--- src/hdl/psa_pkg.sv ---
// ----------------------------------------------------------------------------
// psa_pkg - shared types and constants of the pool slot allocator
// Configuration and result structs, FSM states, command and register codes,
// and the small helpers used by the allocation datapath.
// ----------------------------------------------------------------------------
package psa_pkg;

  localparam int unsigned SLOT_W     = 8;   // slot index on the ports
  localparam int unsigned GEN_W      = 7;
  localparam int unsigned ADDR_W     = 32;
  localparam int unsigned EB_W       = 16;
  localparam int unsigned IDX_W      = 9;   // search index, as wide as slots_in_use
  localparam int unsigned CNT_W      = 9;
  localparam int unsigned MAP_BITS   = 32;  // free marks per map word
  localparam int unsigned MAP_SHIFT  = 5;
  localparam int unsigned WORD_IDX_W = IDX_W - MAP_SHIFT;
  localparam int unsigned PADDR_W    = 4;
  localparam int unsigned PDATA_W    = 32;
  localparam int unsigned REG_IDX_W  = 2;

  localparam logic CMD_ALLOC = 1'b0;
  localparam logic CMD_FREE  = 1'b1;

  localparam logic [REG_IDX_W-1:0] REG_SLOTS = 2'd0;
  localparam logic [REG_IDX_W-1:0] REG_ENTRY = 2'd1;
  localparam logic [REG_IDX_W-1:0] REG_BASE  = 2'd2;

  localparam logic [IDX_W-1:0]  SLOTS_RESET = 9'd256;
  localparam logic [EB_W-1:0]   ENTRY_RESET = 16'd16;
  localparam logic [ADDR_W-1:0] BASE_RESET  = 32'd0;
  localparam logic [IDX_W-1:0]  LAST_RESET  = 9'h0FF;
  localparam logic [CNT_W-1:0]  COUNT_MAX   = 9'h1FF;
  localparam logic [GEN_W-1:0]  GEN_MASK    = 7'h7F;

  typedef enum logic [2:0] {
    ST_CLEAR,
    ST_IDLE,
    ST_SCAN,
    ST_ALLOC,
    ST_FREE,
    ST_FULL
  } state_e;

  typedef struct packed {
    logic [IDX_W-1:0]  slots_in_use;
    logic [EB_W-1:0]   entry_bytes;
    logic [ADDR_W-1:0] base_address;
  } cfg_t;

  typedef struct packed {
    logic [SLOT_W-1:0] slot;
    logic [GEN_W-1:0]  generation;
    logic [ADDR_W-1:0] address;
    logic              full_res;
    logic              bad_free;
    logic [CNT_W-1:0]  used_count;
  } res_t;

  // lowest set bit of a map word
  function automatic logic [MAP_SHIFT-1:0] first_set(input logic [MAP_BITS-1:0] v);
    logic [MAP_SHIFT-1:0] pos;
    pos = '0;
    for (int i = MAP_BITS - 1; i >= 0; i--) begin
      if (v[i]) begin
        pos = MAP_SHIFT'(i);
      end
    end
    return pos;
  endfunction

  // generation advance: wraps past the top value back to one, never zero
  function automatic logic [GEN_W-1:0] next_gen(input logic [GEN_W-1:0] g);
    logic [GEN_W-1:0] n;
    n = (g + GEN_W'(1)) & GEN_MASK;
    if (n <= GEN_W'(1)) begin
      n = GEN_W'(1);
    end
    return n;
  endfunction

endpackage

--- src/hdl/psa_ram.sv ---
// ----------------------------------------------------------------------------
// psa_ram - generic simple dual-port RAM
// One write port, one read port, read data registered and held while the
// read enable is low.
// ----------------------------------------------------------------------------
module psa_ram #(
  parameter int unsigned WIDTH = 8,
  parameter int unsigned DEPTH = 256,
  parameter int unsigned AW    = (DEPTH > 1) ? $clog2(DEPTH) : 1
) (
  input  logic             clk_i,
  input  logic             we_i,
  input  logic [AW-1:0]    waddr_i,
  input  logic [WIDTH-1:0] wdata_i,
  input  logic             re_i,
  input  logic [AW-1:0]    raddr_i,
  output logic [WIDTH-1:0] rdata_o
);

  logic [WIDTH-1:0] mem_q [DEPTH];

  always_ff @(posedge clk_i) begin
    if (we_i) begin
      mem_q[waddr_i] <= wdata_i;
    end
    if (re_i) begin
      rdata_o <= mem_q[raddr_i];
    end
  end

endmodule

--- src/hdl/psa_regs.sv ---
// ----------------------------------------------------------------------------
// psa_regs - configuration register file
// APB-style access to slots_in_use, entry_bytes and base_address.
// ----------------------------------------------------------------------------
module psa_regs (
  input  logic                         clk_i,
  input  logic                         rst_ni,
  input  logic                         psel,
  input  logic                         penable,
  input  logic                         pwrite,
  input  logic [psa_pkg::PADDR_W-1:0]  paddr,
  input  logic [psa_pkg::PDATA_W-1:0]  pwdata,
  output logic [psa_pkg::PDATA_W-1:0]  prdata,
  output logic                         pready,
  output psa_pkg::cfg_t                cfg_o
);
  import psa_pkg::*;

  cfg_t                 cfg_q, cfg_d;
  logic                 wr_en;
  logic [REG_IDX_W-1:0] reg_idx;

  assign pready  = 1'b1;
  assign wr_en   = psel && penable && pwrite;
  assign reg_idx = paddr[PADDR_W-1:2];

  always_comb begin
    cfg_d = cfg_q;
    if (wr_en) begin
      case (reg_idx)
        REG_SLOTS: cfg_d.slots_in_use = pwdata[IDX_W-1:0];
        REG_ENTRY: cfg_d.entry_bytes  = pwdata[EB_W-1:0];
        REG_BASE:  cfg_d.base_address = pwdata[ADDR_W-1:0];
        default:   cfg_d = cfg_q;
      endcase
    end
  end

  always_comb begin
    case (reg_idx)
      REG_SLOTS: prdata = PDATA_W'(cfg_q.slots_in_use);
      REG_ENTRY: prdata = PDATA_W'(cfg_q.entry_bytes);
      REG_BASE:  prdata = PDATA_W'(cfg_q.base_address);
      default:   prdata = '0;
    endcase
  end

  always_ff @(posedge clk_i or negedge rst_ni) begin
    if (!rst_ni) begin
      cfg_q.slots_in_use <= SLOTS_RESET;
      cfg_q.entry_bytes  <= ENTRY_RESET;
      cfg_q.base_address <= BASE_RESET;
    end else begin
      cfg_q <= cfg_d;
    end
  end

  assign cfg_o = cfg_q;

endmodule

--- src/hdl/psa_ctrl.sv ---
// ----------------------------------------------------------------------------
// psa_ctrl - allocation sequencer around the free-mark and generation RAMs
// Scans the packed free-mark map one word per cycle, then read-modify-writes
// the chosen slot's generation and map word.
// ----------------------------------------------------------------------------
module psa_ctrl #(
  parameter int unsigned POOL_SLOTS = 256
) (
  input  logic                        clk_i,
  input  logic                        rst_ni,
  input  psa_pkg::cfg_t               cfg_i,
  input  logic [psa_pkg::IDX_W-1:0]   n_i,
  input  logic                        in_valid_i,
  input  logic                        cmd_i,
  input  logic [psa_pkg::SLOT_W-1:0]  slot_index_i,
  output logic                        in_stall_o,
  input  logic                        room_i,
  output logic                        res_load_o,
  output psa_pkg::res_t               res_o
);
  import psa_pkg::*;

  localparam int unsigned NWORDS = (POOL_SLOTS + MAP_BITS - 1) / MAP_BITS;
  localparam int unsigned MAW    = (NWORDS > 1) ? $clog2(NWORDS) : 1;
  localparam int unsigned GAW    = $clog2(POOL_SLOTS);

  state_e                 state_q, state_d;
  logic [GAW-1:0]         clr_q, clr_d;
  logic [IDX_W-1:0]       st_q, st_d;
  logic [WORD_IDX_W-1:0]  wd_q, wd_d;
  logic                   wrap_q, wrap_d;
  logic [IDX_W-1:0]       s_q, s_d;
  logic [IDX_W-1:0]       last_q, last_d;
  logic [CNT_W-1:0]       count_q, count_d;

  logic                   map_we, map_re;
  logic [MAW-1:0]         map_waddr, map_raddr;
  logic [MAP_BITS-1:0]    map_wdata, map_rdata;
  logic                   gen_we, gen_re;
  logic [GAW-1:0]         gen_waddr, gen_raddr;
  logic [GEN_W-1:0]       gen_wdata, gen_rdata;

  logic [IDX_W-1:0]       st_calc, nm1, hit_slot;
  logic [WORD_IDX_W-1:0]  lw, st_word, wd_next;
  logic [MAP_SHIFT-1:0]   lb, st_bit, pos;
  logic [MAP_BITS-1:0]    mask, cand, bit_one;
  logic                   found, exhausted, bit_sel, free_bad, in_pool, clr_last;
  logic [GEN_W-1:0]       gen_new;
  logic [IDX_W+EB_W-1:0]  prod;
  logic [ADDR_W-1:0]      addr_calc;

  psa_ram #(.WIDTH(MAP_BITS), .DEPTH(NWORDS), .AW(MAW)) u_map_ram (
    .clk_i   (clk_i),
    .we_i    (map_we),
    .waddr_i (map_waddr),
    .wdata_i (map_wdata),
    .re_i    (map_re),
    .raddr_i (map_raddr),
    .rdata_o (map_rdata)
  );

  psa_ram #(.WIDTH(GEN_W), .DEPTH(POOL_SLOTS), .AW(GAW)) u_gen_ram (
    .clk_i   (clk_i),
    .we_i    (gen_we),
    .waddr_i (gen_waddr),
    .wdata_i (gen_wdata),
    .re_i    (gen_re),
    .raddr_i (gen_raddr),
    .rdata_o (gen_rdata)
  );

  // search geometry and word evaluation
  always_comb begin
    st_calc = '0;
    if (last_q < n_i) begin
      st_calc = last_q + IDX_W'(1);
    end
    if (st_calc >= n_i) begin
      st_calc = '0;
    end
    nm1     = n_i - IDX_W'(1);
    lw      = nm1[IDX_W-1:MAP_SHIFT];
    lb      = nm1[MAP_SHIFT-1:0];
    st_word = st_q[IDX_W-1:MAP_SHIFT];
    st_bit  = st_q[MAP_SHIFT-1:0];
    for (int b = 0; b < MAP_BITS; b++) begin
      mask[b] = 1'b1;
      if (wd_q == lw && MAP_SHIFT'(b) > lb) begin
        mask[b] = 1'b0;
      end
      if (wd_q == st_word) begin
        if (wrap_q) begin
          if (MAP_SHIFT'(b) >= st_bit) mask[b] = 1'b0;
        end else begin
          if (MAP_SHIFT'(b) < st_bit) mask[b] = 1'b0;
        end
      end
    end
    cand      = map_rdata & mask;
    found     = |cand;
    pos       = first_set(cand);
    hit_slot  = {wd_q, pos};
    wd_next   = (wd_q == lw) ? '0 : wd_q + WORD_IDX_W'(1);
    exhausted = wrap_q && (wd_q == st_word);
    bit_one   = MAP_BITS'(1) << s_q[MAP_SHIFT-1:0];
    bit_sel   = map_rdata[s_q[MAP_SHIFT-1:0]];
    free_bad  = (s_q >= n_i) || bit_sel;
    in_pool   = 32'(s_q) < POOL_SLOTS;
    gen_new   = next_gen(gen_rdata);
    prod      = s_q * cfg_i.entry_bytes;
    addr_calc = cfg_i.base_address + ADDR_W'(prod);
    clr_last  = (clr_q == GAW'(POOL_SLOTS - 1));
  end

  // next state
  always_comb begin
    state_d = state_q;
    case (state_q)
      ST_CLEAR: if (clr_last) state_d = ST_IDLE;
      ST_IDLE: begin
        if (in_valid_i) begin
          state_d = (cmd_i == CMD_FREE) ? ST_FREE : ST_SCAN;
        end
      end
      ST_SCAN: begin
        if (found) begin
          state_d = ST_ALLOC;
        end else if (exhausted) begin
          state_d = ST_FULL;
        end
      end
      ST_ALLOC, ST_FREE, ST_FULL: if (room_i) state_d = ST_IDLE;
      default: state_d = ST_IDLE;
    endcase
  end

  // bookkeeping registers
  always_comb begin
    clr_d   = clr_q;
    st_d    = st_q;
    wd_d    = wd_q;
    wrap_d  = wrap_q;
    s_d     = s_q;
    last_d  = last_q;
    count_d = count_q;
    case (state_q)
      ST_CLEAR: clr_d = clr_q + GAW'(1);
      ST_IDLE: begin
        if (in_valid_i) begin
          s_d    = IDX_W'(slot_index_i);
          st_d   = st_calc;
          wd_d   = st_calc[IDX_W-1:MAP_SHIFT];
          wrap_d = 1'b0;
        end
      end
      ST_SCAN: begin
        if (found) begin
          s_d = hit_slot;
        end else begin
          wd_d = wd_next;
          if (wd_next == st_word) wrap_d = 1'b1;
        end
      end
      ST_ALLOC: begin
        if (room_i) begin
          last_d = s_q;
          if (count_q != COUNT_MAX) count_d = count_q + CNT_W'(1);
        end
      end
      ST_FREE: begin
        if (room_i && !free_bad && count_q != '0) begin
          count_d = count_q - CNT_W'(1);
        end
      end
      default: ;
    endcase
  end

  // RAM controls, handshake and result
  always_comb begin
    in_stall_o = (state_q != ST_IDLE);
    map_we     = 1'b0;
    map_waddr  = MAW'(s_q[IDX_W-1:MAP_SHIFT]);
    map_wdata  = map_rdata;
    map_re     = 1'b0;
    map_raddr  = MAW'(wd_next);
    gen_we     = 1'b0;
    gen_waddr  = GAW'(s_q);
    gen_wdata  = gen_new;
    gen_re     = 1'b0;
    gen_raddr  = GAW'(hit_slot);
    res_load_o = 1'b0;
    res_o.slot       = s_q[SLOT_W-1:0];
    res_o.generation = '0;
    res_o.address    = addr_calc;
    res_o.full_res   = 1'b0;
    res_o.bad_free   = 1'b0;
    res_o.used_count = count_d;
    case (state_q)
      ST_CLEAR: begin
        map_we    = 32'(clr_q) < NWORDS;
        map_waddr = MAW'(clr_q);
        map_wdata = '1;
        gen_we    = 1'b1;
        gen_waddr = clr_q;
        gen_wdata = '0;
      end
      ST_IDLE: begin
        map_re = in_valid_i;
        if (cmd_i == CMD_FREE) begin
          map_raddr = MAW'(slot_index_i[SLOT_W-1:MAP_SHIFT]);
        end else begin
          map_raddr = MAW'(st_calc[IDX_W-1:MAP_SHIFT]);
        end
        gen_re    = in_valid_i && (cmd_i == CMD_FREE);
        gen_raddr = GAW'(slot_index_i);
      end
      ST_SCAN: begin
        gen_re = found;
        map_re = !found && !exhausted;
      end
      ST_ALLOC: begin
        res_o.generation = gen_new;
        if (room_i) begin
          res_load_o = 1'b1;
          gen_we     = 1'b1;
          map_we     = 1'b1;
          map_wdata  = map_rdata & ~bit_one;
        end
      end
      ST_FREE: begin
        res_o.generation = in_pool ? gen_rdata : '0;
        res_o.bad_free   = free_bad;
        if (room_i) begin
          res_load_o = 1'b1;
          map_we     = !free_bad;
          map_wdata  = map_rdata | bit_one;
        end
      end
      ST_FULL: begin
        res_o.slot     = '0;
        res_o.address  = '0;
        res_o.full_res = 1'b1;
        res_load_o     = room_i;
      end
      default: ;
    endcase
  end

  always_ff @(posedge clk_i or negedge rst_ni) begin
    if (!rst_ni) begin
      state_q <= ST_CLEAR;
      clr_q   <= '0;
      last_q  <= LAST_RESET;
      count_q <= '0;
      wrap_q  <= 1'b0;
    end else begin
      state_q <= state_d;
      clr_q   <= clr_d;
      last_q  <= last_d;
      count_q <= count_d;
      wrap_q  <= wrap_d;
    end
  end

  always_ff @(posedge clk_i) begin
    st_q <= st_d;
    wd_q <= wd_d;
    s_q  <= s_d;
  end

endmodule

--- src/hdl/pool_slot_allocator.sv ---
// ----------------------------------------------------------------------------
// pool_slot_allocator - next-fit object pool allocator with slot generations
// Usage: send a transaction with cmd_i = 0 to allocate, or cmd_i = 1 with
// slot_index_i to free. Each transaction yields one result transaction with
// the slot, its generation, its byte address and the used count.
// Channels: valid/stall on both sides; a transaction moves when valid is high
// and stall is low. Configuration goes through the APB-style port; the user
// must write it only while the block is idle; the block itself does not enforce it.
// Sequence: a free goes from idle to the free state, which loads the result
// register; an allocate goes through the scan state, reading one 32-slot word
// of the free-mark map at a time from the search origin, then the allocate
// state, which loads the result; a full pool ends in the full state once the
// scan revisits its start word. One transaction is in flight at a time and
// the next is accepted once the sequencer is back in idle after the result
// loads; the previous result may still sit in the output register meanwhile.
// Reset: a clearing pass writes every entry of the map and generation RAMs;
// input stays stalled meanwhile, configuration writes still land.
// Receiver stall: the result holds in the output register, and a finished
// transaction waits in the sequencer until the register frees up.
// ----------------------------------------------------------------------------
module pool_slot_allocator #(
  parameter int unsigned POOL_SLOTS = 256
) (
  input  logic                         clk_i,
  input  logic                         rst_ni,
  input  logic                         psel,
  input  logic                         penable,
  input  logic                         pwrite,
  input  logic [psa_pkg::PADDR_W-1:0]  paddr,
  input  logic [psa_pkg::PDATA_W-1:0]  pwdata,
  output logic [psa_pkg::PDATA_W-1:0]  prdata,
  output logic                         pready,
  input  logic                         in_valid_i,
  output logic                         in_stall_o,
  input  logic                         cmd_i,
  input  logic [psa_pkg::SLOT_W-1:0]   slot_index_i,
  output logic                         out_valid_o,
  input  logic                         out_stall_i,
  output logic [psa_pkg::SLOT_W-1:0]   slot_o,
  output logic [psa_pkg::GEN_W-1:0]    generation_o,
  output logic [psa_pkg::ADDR_W-1:0]   address_o,
  output logic                         full_res_o,
  output logic                         bad_free_o,
  output logic [psa_pkg::CNT_W-1:0]    used_count_o
);
  import psa_pkg::*;

  cfg_t             cfg;
  logic [IDX_W-1:0] su_clamp, n_act;
  logic             room, res_load;
  res_t             res_d, res_q;
  logic             out_valid_q, out_valid_d;

  psa_regs u_regs (
    .clk_i   (clk_i),
    .rst_ni  (rst_ni),
    .psel    (psel),
    .penable (penable),
    .pwrite  (pwrite),
    .paddr   (paddr),
    .pwdata  (pwdata),
    .prdata  (prdata),
    .pready  (pready),
    .cfg_o   (cfg)
  );

  // Active slot count: zero acts as one, anything past the built pool
  // acts as the pool depth.
  always_comb begin
    su_clamp = (cfg.slots_in_use == '0) ? IDX_W'(1) : cfg.slots_in_use;
    n_act    = (32'(su_clamp) > POOL_SLOTS) ? IDX_W'(POOL_SLOTS) : su_clamp;
  end

  // The output register may take a new result when empty or draining.
  assign room = !out_valid_q || !out_stall_i;

  psa_ctrl #(.POOL_SLOTS(POOL_SLOTS)) u_ctrl (
    .clk_i        (clk_i),
    .rst_ni       (rst_ni),
    .cfg_i        (cfg),
    .n_i          (n_act),
    .in_valid_i   (in_valid_i),
    .cmd_i        (cmd_i),
    .slot_index_i (slot_index_i),
    .in_stall_o   (in_stall_o),
    .room_i       (room),
    .res_load_o   (res_load),
    .res_o        (res_d)
  );

  // Output register: load on a finished transaction, drop valid once taken.
  always_comb begin
    out_valid_d = out_valid_q;
    if (res_load) begin
      out_valid_d = 1'b1;
    end else if (!out_stall_i) begin
      out_valid_d = 1'b0;
    end
  end

  always_ff @(posedge clk_i or negedge rst_ni) begin
    if (!rst_ni) begin
      out_valid_q <= 1'b0;
    end else begin
      out_valid_q <= out_valid_d;
    end
  end

  always_ff @(posedge clk_i) begin
    if (res_load) begin
      res_q <= res_d;
    end
  end

  assign out_valid_o  = out_valid_q;
  assign slot_o       = res_q.slot;
  assign generation_o = res_q.generation;
  assign address_o    = res_q.address;
  assign full_res_o   = res_q.full_res;
  assign bad_free_o   = res_q.bad_free;
  assign used_count_o = res_q.used_count;

  // A result never overwrites one the receiver has not taken.
  a_load_room: assert property (@(posedge clk_i) disable iff (!rst_ni)
    res_load |-> (!out_valid_q || !out_stall_i))
    else $error("result loaded into an occupied output register");

  // A granted slot or a good free always carries a live generation.
  a_gen_live: assert property (@(posedge clk_i) disable iff (!rst_ni)
    (out_valid_o && !full_res_o && !bad_free_o) |-> (generation_o != '0))
    else $error("successful transaction reported generation zero");

  // The block stays busy in the cycle after taking a transaction.
  a_busy_after_accept: assert property (@(posedge clk_i) disable iff (!rst_ni)
    (in_valid_i && !in_stall_o) |=> in_stall_o)
    else $error("input accepted twice in a row");

  // Full and bad free belong to different commands and never coincide.
  a_flags_exclusive: assert property (@(posedge clk_i) disable iff (!rst_ni)
    res_load |-> !(res_d.full_res && res_d.bad_free))
    else $error("full and bad free flagged together");

endmodule

--- config.mk ---
export PLATFORM = sky130hd
export DESIGN_NAME = pool_slot_allocator
export DESIGN_NICKNAME = d
export VERILOG_FILES = /design/src/hdl/psa_pkg.sv /design/src/hdl/psa_ram.sv /design/src/hdl/psa_regs.sv /design/src/hdl/psa_ctrl.sv /design/src/hdl/pool_slot_allocator.sv
export SDC_FILE = /design/constraint.sdc
export NUM_CORES = 2
export LEC_CHECK = 0
export ABC_AREA = 0
export BUFFER_PORTS_ARGS = -buffer_cell sky130_fd_sc_hd__buf_2
export CAP_MARGIN = 40
export CELL_PAD_IN_SITES_DETAIL_PLACEMENT = 0
export CELL_PAD_IN_SITES_GLOBAL_PLACEMENT = 1
export CORE_ASPECT_RATIO = 1.4
export CORE_MARGIN = 4
export CORE_UTILIZATION = 30
export DETAILED_ROUTE_END_ITERATION = 16
export PLACE_DENSITY = 0.49
export SETUP_SLACK_MARGIN = 0.02
export SYNTH_ARGS = -nofsm -noshare
export SYNTH_HDL_FRONTEND = slang
export SYNTH_HIERARCHICAL = 1
export SYNTH_SLANG_ARGS = --single-unit
--- constraint.sdc ---
create_clock -name clk_i -period 19.5 [get_ports clk_i]
set_input_delay 1.95 -clock clk_i [delete_from_list [all_inputs] [get_ports clk_i]]
set_output_delay 1.95 -clock clk_i [all_outputs]
set_load 0.02 [all_outputs]
## Word-level counts from Yosys, hierarchy flattened

Memories as Yosys holds them, arrays and structs flattened. A register that Yosys moved wholly into a read port is not among the register bits.
Cells that the tools add are included.

| word-level totals | value |
|---|---|
| flip-flop bits (word level) | 168 |
| latch bits | 0 |
| RAM bits | 2048 |
| ROM bits | 0 |
| logic and storage cells | 470 |
| memories kept | 2 |

Memories:

| memory | depth | width | read ports | clocked after memory_dff | write ports | line | source |
|---|---|---|---|---|---|---|---|
| u_ctrl.u_gen_ram.mem_q | 256 | 7 | 1 | 1 | 1 | psa_ram.sv:20 | `logic [WIDTH-1:0] mem_q [DEPTH];` |
| u_ctrl.u_map_ram.mem_q | 8 | 32 | 1 | 1 | 1 | psa_ram.sv:20 |  |

| cells by class | value |
|---|---|
| add/subtract/negate cells | 8 |
| multiply operators | 1 |
| divide/modulo/power cells | 0 |
| $lt $le $gt $ge | 104 |
| equal/unequal tests | 21 |
| shift operators | 1 |
| muxes and demuxes | 247 |
| bitwise operators | 4 |
| reduce and logical (&&, ||, !) cells | 63 |

Operators with widths:

| kind | count |
|---|---|
| $pmux 32 s3 | 2 |
| $mux 1 | 173 |
| $mux 5 | 32 |
| $mux 9 | 9 |
| $ge 5x5->1 const A | 16 |
| $gt 5x5->1 const A | 16 |
| $lt 5x5->1 const A | 16 |
| $and 32x32->32 | 2 |
| $mux 32 | 2 |
| $ge 4x5->1 const A | 8 |
| $gt 4x5->1 const A | 8 |
| $lt 4x5->1 const A | 8 |
| $logic_and 1x1->1 | 39 |
| $pmux 9 s2 | 2 |
| $add 32x25->32 | 1 |
| $not 32->32 | 1 |
| $or 32x32->32 | 1 |
| $reduce_or 32->1 | 1 |
| $shl 1x5->32 const A | 1 |
| $mux 3 | 9 |
| $mul 9x16->25 | 1 |
| $mux 7 | 3 |
| $ge 3x5->1 const A | 4 |
| $gt 3x5->1 const A | 4 |
| other kinds (50) | 90 |

## Longest topological paths before layout

| depth | value |
|---|---|
| word-level depth | 46 |
| depth in mapped cells | 30 |
| mapped depth without buffers | 25 |

## Cells and area by module

Netlist, hierarchy kept.

By module, submodules not included:

| module | instances | cells an instance | area each (µm²) |
|---|---|---|---|
| psa_ram (u_ctrl.u_gen_ram) | 1 | 3381 | 70267.4 |
| psa_ctrl | 1 | 1658 | 12786.0 |
| psa_ram (u_ctrl.u_map_ram) | 1 | 415 | 10786.6 |
| psa_regs | 1 | 184 | 2578.7 |
| pool_slot_allocator | 1 | 73 | 1849.3 |

## Worst setup path before layout

No wires, ideal clock.

| timing path | value |
|---|---|
| kind | register to register |
| from | reg u_ctrl.u_gen_ram.rdata_o[0] (read register of u_ctrl.u_gen_ram.mem_q) |
| to | mem u_ctrl/u_gen_ram/mem_q[0][0] (netlist bit), data pin |
| library setup time | 1.577 ns |
| data arrival time | 8.396 ns |
| required time | 17.923 ns |
| path slack | 9.527 ns |
| cell stages (with the launch flop) | 8 |
| path buffers | 1 |
| period minus slack after synthesis | 9.973 ns |
| cell sequence | edfxtp_1 > ha_1 > and3_1 > clkbuf_1 > nand3_1 > xor2_1 > nand4_1 > a21oi_1 |

| between the ends | value |
|---|---|
| word-level cells in the longest chain between the ends | 4 |

RTL lines:

| what | line | source |
|---|---|---|
| from (decl) | psa_ram.sv:17 | `output logic [WIDTH-1:0] rdata_o` |
| $add 7x1->7 (*) | psa_pkg.sv:74 | `n = (g + GEN_W'(1)) & GEN_MASK;` |
| $le 7x1->1 | psa_pkg.sv:75 | `if (n <= GEN_W'(1)) begin` |
| $mux 7 (*) | psa_pkg.sv:75 |  |
| $mux 7 (*) | psa_ctrl.sv:199 | `case (state_q)` |
| net u_ctrl.gen_wdata[0] | psa_ctrl.sv:41 | `logic [GEN_W-1:0] gen_wdata, gen_rdata;` |
| to (decl) | psa_ram.sv:20 |  |

Mark *: on every way through the listed nets, which the timed path passes. The rest lies on a longest branch.

## Worst setup path after layout

| timing path | value |
|---|---|
| from | reg u_regs.cfg_q (netlist bit u_regs/cfg_o[56]) |
| to | reg u_ctrl.u_gen_ram.rdata_o[2] (read register of u_ctrl.u_gen_ram.mem_q), data pin |

| between the ends | value |
|---|---|
| word-level cells in the longest chain between the ends | 45 |

RTL lines:

| what | line | source |
|---|---|---|
| from (decl) | psa_regs.sv:19 | `cfg_t cfg_q, cfg_d;` |
| from (signal assigned) | psa_regs.sv:54 | `cfg_q <= cfg_d;` |
| $logic_not 9->1 | pool_slot_allocator.sv:70 | `su_clamp = (cfg.slots_in_use == '0) ? IDX_W'(1) : cfg.slots_in_use;` |
| $mux 9 (*) | pool_slot_allocator.sv:70 |  |
| $gt 9x9->1 | pool_slot_allocator.sv:71 | `n_act = (32'(su_clamp) > POOL_SLOTS) ? IDX_W'(POOL_SLOTS) : su_clamp;` |
| $mux 9 (*) | pool_slot_allocator.sv:71 |  |
| net n_act[1] | pool_slot_allocator.sv:49 | `logic [IDX_W-1:0] su_clamp, n_act;` |
| $sub 9x1->9 (*) | psa_ctrl.sv:81 | `nm1 = n_i - IDX_W'(1);` |
| $gt 5x5->1 or $eq 4x4->1 (tied branches) | psa_ctrl.sv:88 | `if (wd_q == lw && MAP_SHIFT'(b) > lb) begin` |
| $logic_and 1x1->1 | psa_ctrl.sv:88 |  |
| $mux 1 | psa_ctrl.sv:88 |  |
| $mux 1 (on tied branches) | psa_ctrl.sv:95, psa_ctrl.sv:93 |  |
| $mux 1 | psa_ctrl.sv:92 | `if (wrap_q) begin` |
| $mux 1 | psa_ctrl.sv:91 | `if (wd_q == st_word) begin` |
| $and 32x32->32 (*) | psa_ctrl.sv:99 | `cand = map_rdata & mask;` |
| $mux 5 (31 in a row) | psa_pkg.sv:64 | `if (v[i]) begin` |
| $mux 5 (*) | psa_pkg.sv:64 |  |
| $mux 8 (*) | psa_ctrl.sv:199 |  |
| net u_ctrl.gen_raddr[1] | psa_ctrl.sv:40 | `logic [GAW-1:0] gen_waddr, gen_raddr;` |

Marks and branches as above.
A chain may end at the register's enable or synchronous reset.

==> Flow_metrics.wiki <==
{| class="wikitable"
! Metric !! Value
|-
| Run status || completed
|-
| Kind of launch point of the worst setup path || flip-flop
|-
| Clock tree root buffer cell || clkbuf_16
|-
| Detailed router's first-iteration violation count || 3793
|-
| Synth-to-layout area growth || 13.6%
|-
| Number of instances in the synthesized netlist || 5711
|-
| Via count of the first global-routing pass || 55300
|-
| Reg clk slew, reported paths || 0.06 ns
|-
| Starting utilization of the core area || 30.1%
|-
| Routed wire length || 283000 um
|-
| Core region area || 326000 um2
|-
| First-pass GRT wire length || 408000 um
|-
| Crit path kind || flip-flop to flip-flop
|-
| Max-cap violations || 0
|-
| Post-place instance area || 105000 um2
|-
| Final Hold Viols || 0
|-
| Overall overflow remaining after global route || 0
|-
| Fraction of final layout cells sized beyond drive strength 1 || 20.9%
|-
| Weighted congestion at the end of routability-driven global placement || 0.795
|-
| H-tree depth || 4
|-
| Worst-case clock skew || 0.0730 ns
|-
| Transition time at the pin with the least slew margin || 1.42 ns
|-
| First drt pass iteration count || 6
|-
| Cell family with the largest share of critical-path delay || simple AND/OR/NAND/NOR gates
|-
| Bufs on Longest Clock Path || 4
|-
| Boundary pin count || 145
|-
| Synth Area per Inst || 17.2 um2
|-
| Design area || 112000 um2
|-
| Critical path's largest stage delay || 0.68 ns
|-
| Worst-skew pair later-pin latency || 0.90 ns
|-
| Cts hold-fix bufs || 0
|-
| Die Span X || 492 um
|-
| Data required time at the worst endpoint || 20.12 ns
|-
| Number of nets with antenna violations after detailed routing || 0
|-
| CTS Buf Count || 225
|-
| Async set-reset flop share out of synthesis || 3.90%
|-
| Total Nets Final || 6200
|-
| Data arrival at the endpoint of the critical path || 10.25 ns
|-
| Relative max-transition margin || 5.28%
|-
| Initial antenna violation count || 11
|-
| Setup violations, final || 0
|-
| Vias after detailed routing || 52600
|-
| Max-slew violation count || 0
|-
| Number of buffers added on ports || 141
|-
| F_max || 0.104 GHz
|-
| RSZ-0062 raised after global routing || no
|-
| Site row count || 248
|-
| Number of enable flip-flop cells after synthesis || 2167
|-
| Portion of the post-synthesis area used by sequential elements || 68.5%
|-
| Path class of the lowest-slack min-delay path || flip-flop to flip-flop
|-
| Detailed-route DRC error count || 0
|-
| Hpwl dp || 184000 um
|-
| Yosys synthesis warning count || 6
|-
| Capturing element type of the critical path || flip-flop
|-
| TritonCTS clock tree || built
|-
| FILL cells || 30900
|-
| Standard cell with the maximum stage delay on the critical path || a2111oi_0
|-
| Total negative slack || 0 ns
|-
| Post-synth cell types || 102
|-
| Number of gates resized after CTS || 0
|-
| Avg WL per Cell || 26.9 um
|-
| Total die area || 337000 um2
|-
| Largest fanout on the critical path || 106
|-
| Time the final worst path needs with I/O delays and setup || 9.64 ns
|-
| Total of flip-flops plus latches after synthesis || 2255
|-
| Largest net degree at the start of global routing || 229
|-
| Fraction of the cycle the final worst path needs || 49.4%
|-
| Sinks on the clock net || 2255
|-
| Setup fix buffers added after clock tree synthesis || 0
|-
| Commonest register cell after synthesis || edfxtp_1
|-
| Vertical die dimension || 685 um
|-
| Most frequent cell on the critical path || buf_4
|-
| Overall track demand over capacity in global routing || 16.4%
|-
| WP buf/inv || 8
|-
| Number of nets produced by synthesis || 5979
|-
| Routed vias/inst || 5.01
|-
| Combined area of all synthesized cells || 98300 um2
|}
==> cell usage in the layout (no fill, tap or decap), types with 20 or more instances in the layout <==
cell type	count
nor4_1	39
clkbuf_16	226
nor2b_1	33
clkinv_2	53
nand4_1	20
mux4_1	50
buf_4	142
a21o_1	29
nand3_1	76
inv_1	163
edfxtp_1	2167
ha_1	96
o22ai_1	75
dfrtp_1	77
mux2_2	91
a221oi_1	20
buf_2	150
a22o_1	22
o21ai_0	165
nand2b_1	35
a21oi_1	169
a22oi_1	65
mux2i_1	167
xnor2_1	47
nor2_1	377
fa_1	120
mux4_2	414
xor2_1	47
and2_1	89
clkinv_1	41
nand2_1	319
nor3_1	58
clkbuf_1	47
==> cell usage after synthesis (all sizes together), types with 43 or more instances <==
| cell | n | share of area (%) |
|---|---|---|
| mux2 | 103 | 1.2 |
| a22oi | 65 | 0.50 |
| ha | 96 | 1.2 |
| clkbuf | 173 | 0.67 |
| xor2 | 47 | 0.42 |
| edfxtp | 2167 | 66 |
| mux4 | 464 | 11 |
| xnor2 | 47 | 0.42 |
| nand3 | 84 | 0.44 |
| dfrtp | 78 | 2.0 |
| o21ai | 183 | 0.93 |
| a21oi | 173 | 0.88 |
| nor2 | 392 | 1.5 |
| and2 | 89 | 0.57 |
| o22ai | 81 | 0.55 |
| buf | 166 | 1.4 |
| nor4 | 43 | 0.30 |
| nand2 | 321 | 1.2 |
| inv | 164 | 0.63 |
| nor3 | 67 | 0.37 |
| mux2i | 167 | 1.7 |
| fa | 120 | 2.4 |
==> layer usage <==
layer  track usage (%)  wire (um)  vias up
met5                 0         34        -
met4              4.52       7790        6
met3              2.13      11300      385
met2              29.8     148000     1263
met1              20.5     116000    28000
li1                  -          -    23000
==> path summary, 6_finish.rpt <==
kind	slack (ns)	start	endpoint	cells after the start
worst max-delay path	9.86	u_regs/cfg_o[56]	u_ctrl/u_gen_ram/rdata_o[2]	26
worst min-delay path	0.52	u_ctrl/clr_q[6]	u_ctrl/clr_q[6]	1
worst max register to register	9.86	u_regs/cfg_o[56]	u_ctrl/u_gen_ram/rdata_o[2]	26
worst min register to register	0.52	u_ctrl/clr_q[6]	u_ctrl/clr_q[6]	1
max in group asynchronous	17.38	rst_ni	u_regs/cfg_o[36]	3
min in group asynchronous	1.01	rst_ni	u_ctrl/count_q[5]	1
==> cell families (layout without fill, tap and decap cells) <==
logic type	count (synthesis)	in the layout	share of synthesized area, %
buffers and inverters	503	903	2.68
adder cells (fa/ha/maj)	217	217	3.68
flip-flops	2255	2255	68.5
multiplexers	734	734	13.7
AND/OR/NAND/NOR	1157	1157	5.50
XOR/XNOR	94	94	0.838
AO/OA/AOI/OAI	750	750	5.08
other	1	8	0.00382
==> worst register-to-register path: stages (launching register included) <==
cell	delay, ns
dfstp_2	0.45
nor2b_1	0.63
inv_1	0.33
ha_1	0.42
nor4b_4	0.22
or2_2	0.33
a221oi_2	0.29
o221ai_2	0.16
buf_4	0.25
nor2_1	0.59
o21ai_0	0.20
a221o_1	0.38
a41oi_1	0.22
o21ai_0	0.12
buf_4	0.20
o21ai_4	0.15
buf_12	0.41
buf_4	0.75
buf_4	0.54
nand2b_2	0.63
buf_4	0.51
nor2_1	0.14
a2111oi_0	0.68
nor3_1	0.16
buf_2	0.22
nor3_1	0.28
nor4_1	0.12
==> cell type report <==
class	count	area, um2	share of cell area (%)
sequential	2255	67300	60.3
multi-input combinational	2953	28600	25.7
clock buffer	274	5850	5.24
antenna	7	17.5	0.0157
tap	4375	5470	4.90
inverter	164	616	0.551
timing repair buffer	333	2590	2.32
clock inverter	132	1170	1.05
==> per-stage QoR <==
stage	utilization, %	hold slack, ns	std cells	worst slack [ns]
floorplan	-	0.472	5711	9.53
global placement	31.8	0.501	10000	9.41
detailed placement	32.1	0.506	10100	9.66
CTS	34.2	0.518	10500	9.61
global route	34.2	0.527	10500	9.29
finish	34.2	0.516	10500	9.86
==> flip-flops by register name (all words and copies together) (netlist names) <==
signal and flops:
used_count_o 9, out_valid_o 1, u_ctrl/u_gen_ram/mem_q 1792, u_ctrl/st_q 9
u_ctrl/u_map_ram/mem_q 256, u_ctrl/count_q 9, u_ctrl/clr_q 8, u_ctrl/wd_q 4
u_ctrl/u_gen_ram/rdata_o 7, address_o 32, bad_free_o 1, u_ctrl/u_map_ram/rdata_o 32
u_ctrl/s_q 9, generation_o 7, full_res_o 1, slot_o 8
u_ctrl/state_q 3, u_ctrl/last_q 9, u_regs/cfg_o 57, u_ctrl/wrap_q 1
Power is left out: the tool's default activity adds up to more than one toggle a clock period on the data nets, which glitch-free logic cannot reach.
